--- config.mk ---
export PLATFORM = sky130hd
export DESIGN_NAME = mac_address_prefix_translator
export DESIGN_NICKNAME = d
export VERILOG_FILES = /design/src/mapt_pkg.sv /design/src/mac_address_prefix_translator.sv
export SDC_FILE = /design/constraint.sdc
export NUM_CORES = 2
export LEC_CHECK = 0
export BUFFER_PORTS_ARGS = -buffer_cell sky130_fd_sc_hd__buf_2
export CORE_UTILIZATION = 30
export CTS_CLUSTER_DIAMETER = 100
export DETAILED_ROUTE_END_ITERATION = 12
export PLACE_DENSITY = 0.41
export SETUP_SLACK_MARGIN = 0.15
export SYNTH_ARGS = -nofsm -noshare
export SYNTH_HDL_FRONTEND = slang
export SYNTH_SLANG_ARGS = --single-unit
--- constraint.sdc ---
create_clock -name clk -period 7.31 [get_ports clk]
set_clock_uncertainty 0.15 [all_clocks]
set_input_delay 0 -clock clk [delete_from_list [all_inputs] [get_ports clk]]
set_output_delay 0 -clock clk [all_outputs]
set_load 0.05 [all_outputs]
--- src/mapt_pkg.sv ---
// ----------------------------------------------------------------------------
// mapt_pkg
// Shared types and constants for the link address prefix translator.
// ----------------------------------------------------------------------------
package mapt_pkg;

  // prefix table geometry
  localparam int TBL_ENTRIES = 32;
  localparam int TABLE_DEPTH = 32;
  localparam int TBL_AW      = $clog2(TBL_ENTRIES);
  localparam int CNT_W       = $clog2(TABLE_DEPTH + 1);
  localparam int PFX_W       = 24;

  // low three bits of byte 0 that mark a translated address
  localparam logic [2:0] TAG_XLAT = 3'b110;

  // configuration port
  localparam int CFG_IDX_W  = 3;
  localparam int CFG_DATA_W = 64;

  typedef enum logic [CFG_IDX_W-1:0] {
    REG_OWN_ETH    = 3'd0,
    REG_OWN_RADIO  = 3'd1,
    REG_OWN_VALID  = 3'd2,
    REG_FILLER_A   = 3'd3,
    REG_FILLER_B   = 3'd4
  } cfg_reg_t;

  // opcodes
  localparam logic OP_ETH2RADIO = 1'b0;
  localparam logic OP_RADIO2ETH = 1'b1;

  typedef enum logic [1:0] {
    ST_IDLE,
    ST_DECODE,
    ST_SCAN
  } state_t;

  typedef struct packed {
    logic        opcode;
    logic [63:0] addr_in;
  } in_item_t;

  typedef struct packed {
    logic [63:0] addr_out;
    logic        ok;
  } out_item_t;

endpackage

--- src/mac_address_prefix_translator.sv ---
// ----------------------------------------------------------------------------
// mac_address_prefix_translator
// Translates link addresses between 48-bit Ethernet and 64-bit radio format.
// ----------------------------------------------------------------------------
// Usage:
//   An item (opcode, addr_in) is taken at a clock edge with start high and
//   busy low. Its single result appears on out_data for exactly one cycle
//   with out_valid high; the receiver cannot stall, so it must take it then.
//   Configuration (register index and data) goes in over cfg_valid/cfg_ready
//   (always ready); the user must write only while idle (not enforced).
// Timing:
//   Ethernet to radio, and radio addresses that hit the own pair or the
//   filler bytes or meet an empty table, finish in decode: the prefix table
//   is read as the item is taken and the result is registered in decode. A
//   radio address that needs the table walks the prefix memory one entry
//   per cycle, comparing 1..32 entries. A learned prefix is written in the
//   last decode or scan cycle, before busy drops.
// Reset:
//   rst_n is synchronous and active low. It clears the configuration and the
//   prefix count; entries at or above the count read as a zero prefix, so
//   the table memory needs no clearing pass.
// ----------------------------------------------------------------------------
module mac_address_prefix_translator (
  input  logic                                 clk,
  input  logic                                 rst_n,
  input  logic                                 start,
  output logic                                 busy,
  input  mapt_pkg::in_item_t                   in_data,
  output logic                                 out_valid,
  output mapt_pkg::out_item_t                  out_data,
  input  logic                                 cfg_valid,
  output logic                                 cfg_ready,
  input  logic [mapt_pkg::CFG_IDX_W-1:0]       cfg_index,
  input  logic [mapt_pkg::CFG_DATA_W-1:0]      cfg_data
);

  // configuration registers
  logic [47:0] own_eth_r;
  logic [63:0] own_radio_r;
  logic        own_valid_r;
  logic [7:0]  filler_a_r;
  logic [7:0]  filler_b_r;

  // control and item state
  mapt_pkg::state_t               state_r, state_nxt;
  mapt_pkg::in_item_t             in_r;
  logic [mapt_pkg::TBL_AW-1:0]    scan_r, scan_nxt;
  logic [mapt_pkg::CNT_W-1:0]     count_r, count_nxt;
  logic                           out_valid_r, out_valid_nxt;
  mapt_pkg::out_item_t            out_data_r, out_data_nxt;

  // prefix memory
  logic [mapt_pkg::PFX_W-1:0]     tbl_mem [mapt_pkg::TBL_ENTRIES];
  logic [mapt_pkg::PFX_W-1:0]     rd_data_r;
  logic [mapt_pkg::TBL_AW-1:0]    rd_addr;
  logic                           wr_en;

  // decode terms
  logic                           accept;
  logic [47:0]                    eth;
  logic [mapt_pkg::TBL_AW-1:0]    fwd_idx;
  logic                           is_tag;
  logic                           fwd_known;
  logic                           own_fwd;
  logic                           own_rev;
  logic                           fill_hit;
  logic [mapt_pkg::PFX_W-1:0]     pfx;
  logic                           count_zero;
  logic                           table_full;
  logic                           hit;
  logic                           last;
  logic                           dec_done;
  logic                           scan_done;
  logic                           miss;
  logic [mapt_pkg::TBL_AW-1:0]    rev_idx;

  assign accept    = start && !busy;
  assign busy      = (state_r != mapt_pkg::ST_IDLE);
  assign cfg_ready = 1'b1;
  assign out_valid = out_valid_r;
  assign out_data  = out_data_r;

  // field decode of the held item
  assign eth        = in_r.addr_in[47:0];
  assign fwd_idx    = eth[47:43];
  assign is_tag     = (eth[42:40] == mapt_pkg::TAG_XLAT);
  assign fwd_known  = ({1'b0, fwd_idx} < count_r);
  assign own_fwd    = (eth == own_eth_r);
  assign own_rev    = own_valid_r && (in_r.addr_in == own_radio_r);
  assign fill_hit   = (in_r.addr_in[39:32] == filler_a_r) &&
                      (in_r.addr_in[31:24] == filler_b_r);
  assign pfx        = in_r.addr_in[63:40];
  assign count_zero = (count_r == '0);
  assign table_full = (count_r >= mapt_pkg::CNT_W'(mapt_pkg::TABLE_DEPTH));
  assign hit        = (rd_data_r == pfx);
  assign last       = ({1'b0, scan_r} + mapt_pkg::CNT_W'(1)) == count_r;

  // the item finishes in decode unless the table has to be walked
  assign dec_done  = (state_r == mapt_pkg::ST_DECODE) &&
                     ((in_r.opcode == mapt_pkg::OP_ETH2RADIO) || own_rev ||
                      fill_hit || count_zero);
  assign scan_done = (state_r == mapt_pkg::ST_SCAN) && (hit || last);
  assign miss      = ((state_r == mapt_pkg::ST_DECODE) &&
                      (in_r.opcode == mapt_pkg::OP_RADIO2ETH) &&
                      !own_rev && !fill_hit && count_zero) ||
                     ((state_r == mapt_pkg::ST_SCAN) && !hit && last);
  assign wr_en     = miss && !table_full;
  assign rev_idx   = (miss) ? count_r[mapt_pkg::TBL_AW-1:0] : scan_r;

  // next state
  always_comb begin
    state_nxt = state_r;
    case (state_r)
      mapt_pkg::ST_IDLE: begin
        if (accept) begin
          state_nxt = mapt_pkg::ST_DECODE;
        end
      end
      mapt_pkg::ST_DECODE: begin
        state_nxt = dec_done ? mapt_pkg::ST_IDLE : mapt_pkg::ST_SCAN;
      end
      mapt_pkg::ST_SCAN: begin
        if (scan_done) begin
          state_nxt = mapt_pkg::ST_IDLE;
        end
      end
      default: state_nxt = mapt_pkg::ST_IDLE;
    endcase
  end

  // memory address, scan pointer, count and result
  always_comb begin
    rd_addr       = in_data.addr_in[47:43];
    scan_nxt      = scan_r;
    count_nxt     = count_r;
    out_valid_nxt = 1'b0;
    out_data_nxt  = out_data_r;
    case (state_r)
      mapt_pkg::ST_IDLE: begin
        rd_addr = in_data.addr_in[47:43];
      end
      mapt_pkg::ST_DECODE: begin
        rd_addr  = '0;
        scan_nxt = '0;
      end
      mapt_pkg::ST_SCAN: begin
        rd_addr  = scan_r + mapt_pkg::TBL_AW'(1);
        scan_nxt = scan_r + mapt_pkg::TBL_AW'(1);
      end
      default: begin
        rd_addr = '0;
      end
    endcase

    if (wr_en) begin
      count_nxt = count_r + mapt_pkg::CNT_W'(1);
    end

    if (dec_done || scan_done) begin
      out_valid_nxt = 1'b1;
      out_data_nxt.ok = 1'b1;
      if (in_r.opcode == mapt_pkg::OP_ETH2RADIO) begin
        if (own_fwd) begin
          out_data_nxt.addr_out = own_radio_r;
        end else if (is_tag) begin
          out_data_nxt.addr_out = {(fwd_known ? rd_data_r : mapt_pkg::PFX_W'(0)),
                                   eth[39:0]};
          out_data_nxt.ok       = fwd_known;
        end else begin
          out_data_nxt.addr_out = {eth[47:24], filler_a_r, filler_b_r, eth[23:0]};
        end
      end else if (own_rev) begin
        out_data_nxt.addr_out = {16'h0000, own_eth_r};
      end else if (fill_hit || (miss && table_full)) begin
        out_data_nxt.addr_out = {16'h0000, pfx, in_r.addr_in[23:0]};
        out_data_nxt.ok       = fill_hit;
      end else begin
        out_data_nxt.addr_out = {16'h0000, rev_idx, mapt_pkg::TAG_XLAT,
                                 in_r.addr_in[39:0]};
      end
    end
  end

  // prefix memory: one write and one read per cycle, read data registered;
  // a learned entry is written before busy drops, so the next read sees it
  always_ff @(posedge clk) begin
    if (wr_en) begin
      tbl_mem[count_r[mapt_pkg::TBL_AW-1:0]] <= pfx;
    end
    rd_data_r <= tbl_mem[rd_addr];
  end

  // control registers
  always_ff @(posedge clk) begin
    if (!rst_n) begin
      state_r     <= mapt_pkg::ST_IDLE;
      count_r     <= '0;
      scan_r      <= '0;
      out_valid_r <= 1'b0;
    end else begin
      state_r     <= state_nxt;
      count_r     <= count_nxt;
      scan_r      <= scan_nxt;
      out_valid_r <= out_valid_nxt;
    end
  end

  // item and result payload
  always_ff @(posedge clk) begin
    if (accept) begin
      in_r <= in_data;
    end
    out_data_r <= out_data_nxt;
  end

  // configuration writes
  always_ff @(posedge clk) begin
    if (!rst_n) begin
      own_eth_r   <= '0;
      own_radio_r <= '0;
      own_valid_r <= 1'b0;
      filler_a_r  <= '0;
      filler_b_r  <= '0;
    end else if (cfg_valid && cfg_ready) begin
      case (cfg_index)
        mapt_pkg::REG_OWN_ETH:   own_eth_r   <= cfg_data[47:0];
        mapt_pkg::REG_OWN_RADIO: own_radio_r <= cfg_data;
        mapt_pkg::REG_OWN_VALID: own_valid_r <= cfg_data[0];
        mapt_pkg::REG_FILLER_A:  filler_a_r  <= cfg_data[7:0];
        mapt_pkg::REG_FILLER_B:  filler_b_r  <= cfg_data[7:0];
        default: ;
      endcase
    end
  end

endmodule

Word-level counts from Yosys, hierarchy flattened:

Memories as Yosys holds them, arrays and structs flattened. A register that Yosys moved wholly into a read port is not among the register bits.
Cells that the tools add are included.

* bits in registers: 273
* bits in latches: 0
* bits in writable memories: 768
* bits in read-only memories: 0
* input bits: 136
* output and inout port bits: 68
* logic and storage cells: 91
* memories: 1

Memory list
* tbl_mem: words 32, bits a word 24, rd ports 1, clocked after Yosys merged registers in 1, wr ports 1, RTL line mac_address_prefix_translator.sv:53 `logic [mapt_pkg::PFX_W-1:0] tbl_mem [mapt_pkg::TBL_ENTRIES];`

* add/sub/neg operators: 3
* multiply operators: 0
* divide/modulo/power cells: 0
* order comparisons: 2
* eq/ne operators: 15
* shift operators: 0
* mux-type cells: 20
* bitwise logic cells: 1
* reductions and logical operators: 36

Operator list (number)
* 2-to-1 mux 64 bit: 3
* 2-to-1 mux 65 bit: 1
* equality test 64 bit: 1
* equality test 48 bit: 1
* 2-to-1 mux 48 bit: 1
* equality test 24 bit: 1
* 2-to-1 mux 24 bit: 1
* case mux 5 bit (2 select lines): 2
* equality test 8 bit: 2
* logical AND 1 bit: 13
* AND reduction 2 bit: 6
* logical OR 1 bit: 7
* 2-to-1 mux 1 bit: 7
* adder 5 x 1 -> 6 bit, second input constant: 1
* adder 6 x 1 -> 6 bit, second input constant: 1
* equality test 3 x 2 -> 1 bit, second input constant: 2
* equality test 3 bit, second input constant: 2
* equality test 6 bit: 1
* greater-or-equal comparator 6 bit, second input constant: 1
* logical NOT 6 bit: 1
* < comparator 5 x 6 -> 1 bit: 1
* 2-to-1 mux 2 bit: 3
* case mux 2 bit (3 select lines): 1
* adder 5 x 1 -> 5 bit, second input constant: 1
* 10 further kinds: 16

Longest topological paths before layout:

* depth in word-level cells: 12
* gate-level depth with buffers: 13
* gate-level depth less buffers: 10

Worst setup path after synthesis:

Ideal clock, no wire load.

* kind: reg-to-reg
* start: register in_r, in the netlist eth[41]
* end: memory tbl_mem[13][0] (netlist name) (enable)
* library setup time: 435 ps
* data arrival time: 4093 ps
* required time: 6725 ps
* setup slack: 2632 ps
* cell stages (with the launch flop): 9
* buffers on the path: 1
* period minus slack after synthesis: 4678 ps
* cell sequence: edfxtp_1 clkbuf_1 xor2_1 nor4_1 a41oi_1 nand2_1 a21oi_2 nand2_1 nor3_1

* longest elaborated chain between the ends: 10
* elaborated cells between the ends (all ways): 14
* classes of those cells: eq/ne: 2; mux: 2; reduce/logical: 10

Ends and longest elaborated chain
* start: declaration: RTL line mac_address_prefix_translator.sv:46 `mapt_pkg::in_item_t in_r;`
* start signal: assignment: RTL line mac_address_prefix_translator.sv:211 `in_r <= in_data;`
* equality test 64 bit: RTL line mac_address_prefix_translator.sv:89 `assign own_rev = own_valid_r && (in_r.addr_in == own_radio_r);`
* logical AND 1 bit: RTL line mac_address_prefix_translator.sv:89
* logical NOT 1 bit: RTL line mac_address_prefix_translator.sv:105 `!own_rev && !fill_hit && count_zero) ||`
* logical AND 1 bit: RTL line mac_address_prefix_translator.sv:104 `(in_r.opcode == mapt_pkg::OP_RADIO2ETH) &&`
* logical AND 1 bit (2 in a row): RTL line mac_address_prefix_translator.sv:105
* logical OR 1 bit (*): RTL line mac_address_prefix_translator.sv:105
* logical AND 1 bit (*): RTL line mac_address_prefix_translator.sv:107 `assign wr_en = miss && !table_full;`
* 2-to-1 mux 1 bit (*): RTL line mac_address_prefix_translator.sv:187 `if (wr_en) begin`
* 2-to-1 mux 1 bit (implied by the code) (*): RTL line mac_address_prefix_translator.sv:188 `tbl_mem[count_r[mapt_pkg::TBL_AW-1:0]] <= pfx;`
* end: declaration: RTL line mac_address_prefix_translator.sv:53

Mark *: on every way between the ends. The rest lies on a longest branch, timed or not.

Final worst setup path:

* start: register in_r, in the netlist eth[45]
* end: memory tbl_mem[1][10] (netlist name) (enable)

Same word-level chain as after synthesis.

==> flow_summary.json <==
{
  "clock_insertion_delay_worst_skew_ns": 0.77,
  "wire_per_inst_um": 27.5,
  "dr_total_vias": 27328,
  "critical_path.startpoint_type": "flop",
  "library_cell_used_as_clock_root_buffer": "sky130_fd_sc_hd__clkbuf_16",
  "synth_fp_nets": 3094,
  "timing.fmax_mhz": 205,
  "cts_repair_resize_count": 0,
  "final-max-slew-violation-count": 0,
  "pin_count_of_the_biggest_net_entering_global_routing": 106,
  "tightest_slew_ns": 1.17,
  "grt_resource_usage_total_pct": 20.1,
  "gp_routability_congestion": 0.866,
  "place.port_buffers": 202,
  "synth.distinct_cells": 72,
  "fin_util_pct": 37.3,
  "synth_area_um2": 43800,
  "placement_rows": 139,
  "ys_top_cells_by_area": "sky130_fd_sc_hd__edfxtp_1 (62%), sky130_fd_sc_hd__mux4_2 (9.9%), sky130_fd_sc_hd__dfxtp_1 (7.6%)",
  "grt_first_pass_wirelength_um": 212000,
  "worst_setup_path_end_kind": "flop",
  "synth.yosys.seq_area_share_pct": 69.2,
  "min_period_ns": 4.89,
  "synth_top_area_share_pct": 61.6,
  "outcome": "complete, no violations",
  "hold_violations": 0,
  "die-height_um": 384,
  "finalHoldWorstSlack_ns": 0.0633,
  "worst_hold_path_cell_count": 4,
  "design.final.nets": 3580,
  "tritoncts_num_sinks": 1065,
  "drt_pre_antenna_iters": 5,
  "synthDominantAreaCellType": "sky130_fd_sc_hd__edfxtp_1",
  "layout_area_growth_over_synthesis_pct": 23.0,
  "max-slew-margin-rel_pct": 21.4,
  "initial_core_util_pct": 30.4,
  "async_reset_ff_share_pct": 0,
  "grt.overflow.total": 0,
  "drt-vias-per-instance": 5.03,
  "max-cap-violations": 0,
  "power.static_leakage_nw": 17.9,
  "detailed_place_hpwl_um": 92900,
  "power.density_cell_area_nw_per_um2": 260,
  "worst_ep_arrival_time_ns": 5.12,
  "synth-seq-cells": 1065,
  "cp.required_ns": 7.54,
  "rr_worst_depth": 9,
  "power.ir.vdd_worst_v": 0.000217,
  "timing_worst_setup_path_type": "flop to flop",
  "synthCells": 2946,
  "die_x_um": 384,
  "layout_cells_sized_above_1_pct": 19.8,
  "cts.htree.levels": 3,
  "r2r_setup_slack_ns": 2.42,
  "ys_warn_count": 0,
  "grt_pass1_vias": 28078,
  "antenna_found_initial": 2,
  "synth_top_flop_cell": "sky130_fd_sc_hd__edfxtp_1",
  "commonest_cells_after_routing_fill_and_taps_aside": "sky130_fd_sc_hd__edfxtp_1 (898), sky130_fd_sc_hd__nand2_1 (541), sky130_fd_sc_hd__dlygate4sd3_1 (279), sky130_fd_sc_hd__buf_2 (201), sky130_fd_sc_hd__mux4_2 (192)",
  "die-area_um2": 147000,
  "drtIter0Drc": 2205,
  "number_of_cts_inserted_buffers": 115,
  "route.detailed.drc": 0,
  "core_area_um2": 144000,
  "drtAntennaViolNets": 0,
  "hold_path.class": "primary input to flop",
  "rsz0062_at_grt": "false",
  "post_synth_edffs": 898,
  "route.final.wire_length_um": 149000,
  "timing.final.crit_share_pct": 66.9,
  "final_common_cell": "sky130_fd_sc_hd__edfxtp_1",
  "crit_fanout": 25,
  "setup_tns_ns": 0,
  "ioPinCount": 204,
  "clkTransAtPathRegs_ns": 0.07,
  "postSynthAreaPerCell_um2": 14.9,
  "tritoncts": "yes",
  "setup-violations-final": 0,
  "cts.path.max_buffers": 3
}
-- synthesized netlist by cell type (all sizes together), types with 3 or more instances --
cell type,n
nand2b,23
xnor2,123
clkbuf,144
mux2i,30
inv,22
nand4,39
o211ai,6
and2,5
buf,45
o21ai,68
a21boi,124
nor3b,4
a211oi,14
nor4b,3
a311oi,16
a2bb2oi,14
a21oi,33
nor2,129
xor2,30
and3,3
ha,12
a31oi,3
o22ai,23
dfxtp,167
nor3,11
o221a,3
nand2,545
nor2b,16
edfxtp,898
o2111ai,7
nand3,138
nand3b,5
nor4,13
mux4,192
a22oi,5
-- cell type report --
type | instances | area, um^2
Antenna cell | 1 | 2.50
Clock buffer | 145 | 3030
Sequential cell | 1065 | 30300
Inverter | 22 | 82.6
Fill cell | 13605 | 90300
Clock inverter | 73 | 744
Multi-Input combinational cell | 1670 | 12800
Tap cell | 1903 | 2380
Timing Repair Buffer | 558 | 4450
-- per-stage QoR --
| step | power [mW] | std cells | area, um^2 | worst slack (ns) |
|---|---|---|---|---|
| floorplan | 7.59 | 2946 | 43800 | 2.63 |
| global placement | 8.15 | 4939 | 47300 | 2.52 |
| detailed placement | 8.15 | 4939 | 47300 | 2.43 |
| CTS | 14.1 | 5436 | 53800 | 2.38 |
| global route | 14.4 | 5437 | 53800 | 2.01 |
| finish | 14.0 | 5437 | 53800 | 2.42 |
-- sequential cells by signal, indices dropped and copies added, names as in the netlist, 5 cells and up --
signal and flops:
count_r 6, eth 48, filler_a_r 8, filler_b_r 8
in_r 17, out_data 65, own_eth_r 48, own_radio_r 64
rd_data_r 24, scan_r 5, tbl_mem 768
-- layer usage --
layer,vias to the layer above,GRT usage (%),share of wire [%]
li1,12050,-,-
met1,14299,27.5,44
met2,782,32.7,48
met3,197,2.94,4.7
met4,0,6.46,3.3
met5,-,0,0
-- critical path, cell delays in order (launching register included) --
cell and delay, ns:
sky130_fd_sc_hd__edfxtp_1 0.94, sky130_fd_sc_hd__buf_4 0.40, sky130_fd_sc_hd__xnor2_1 0.11, sky130_fd_sc_hd__nand4_1 0.11
sky130_fd_sc_hd__nor2_1 0.08, sky130_fd_sc_hd__a41oi_1 0.68, sky130_fd_sc_hd__nand2_1 0.28, sky130_fd_sc_hd__a21oi_2 0.32
sky130_fd_sc_hd__nand2_1 0.51, sky130_fd_sc_hd__nor2_4 0.87
-- kinds of logic (layout without fill, tap and decap cells) --
family,after synthesis,in the layout,synth area share [%]
AND/OR/NAND/NOR,946,946,9.42
adder cells (fa/ha/maj),12,12,0.343
AO/OA/AOI/OAI,334,334,5.29
multiplexers,223,223,10.6
flip-flops,1065,1065,69.2
XOR/XNOR,154,154,3.11
other,1,2,0.00856
buffers and inverters,211,798,2.03
-- path summary, 6_finish.rpt --
kind / start / to
worst max-delay path: eth[45] / tbl_mem[1][10]
worst min-delay path: cfg_data[2] / own_eth_r[2]
worst max register to register: eth[45] / tbl_mem[1][10]
worst min register to register: own_eth_r[7] / own_eth_r[7]
-- report_power, final --
| part | switching, mW | internal, mW |
|---|---|---|
| sequential | 0.136 | 6.70 |
| combinational | 0.815 | 0.474 |
| clock | 2.49 | 3.36 |
-- timing repair --
action,in CTS,in global routing
hold buffers,279,0
hold endpoints to repair,221,0
setup buffers,0,0
endpoints found under the setup margin,0,0
Power figures use the tool's default switching activity.
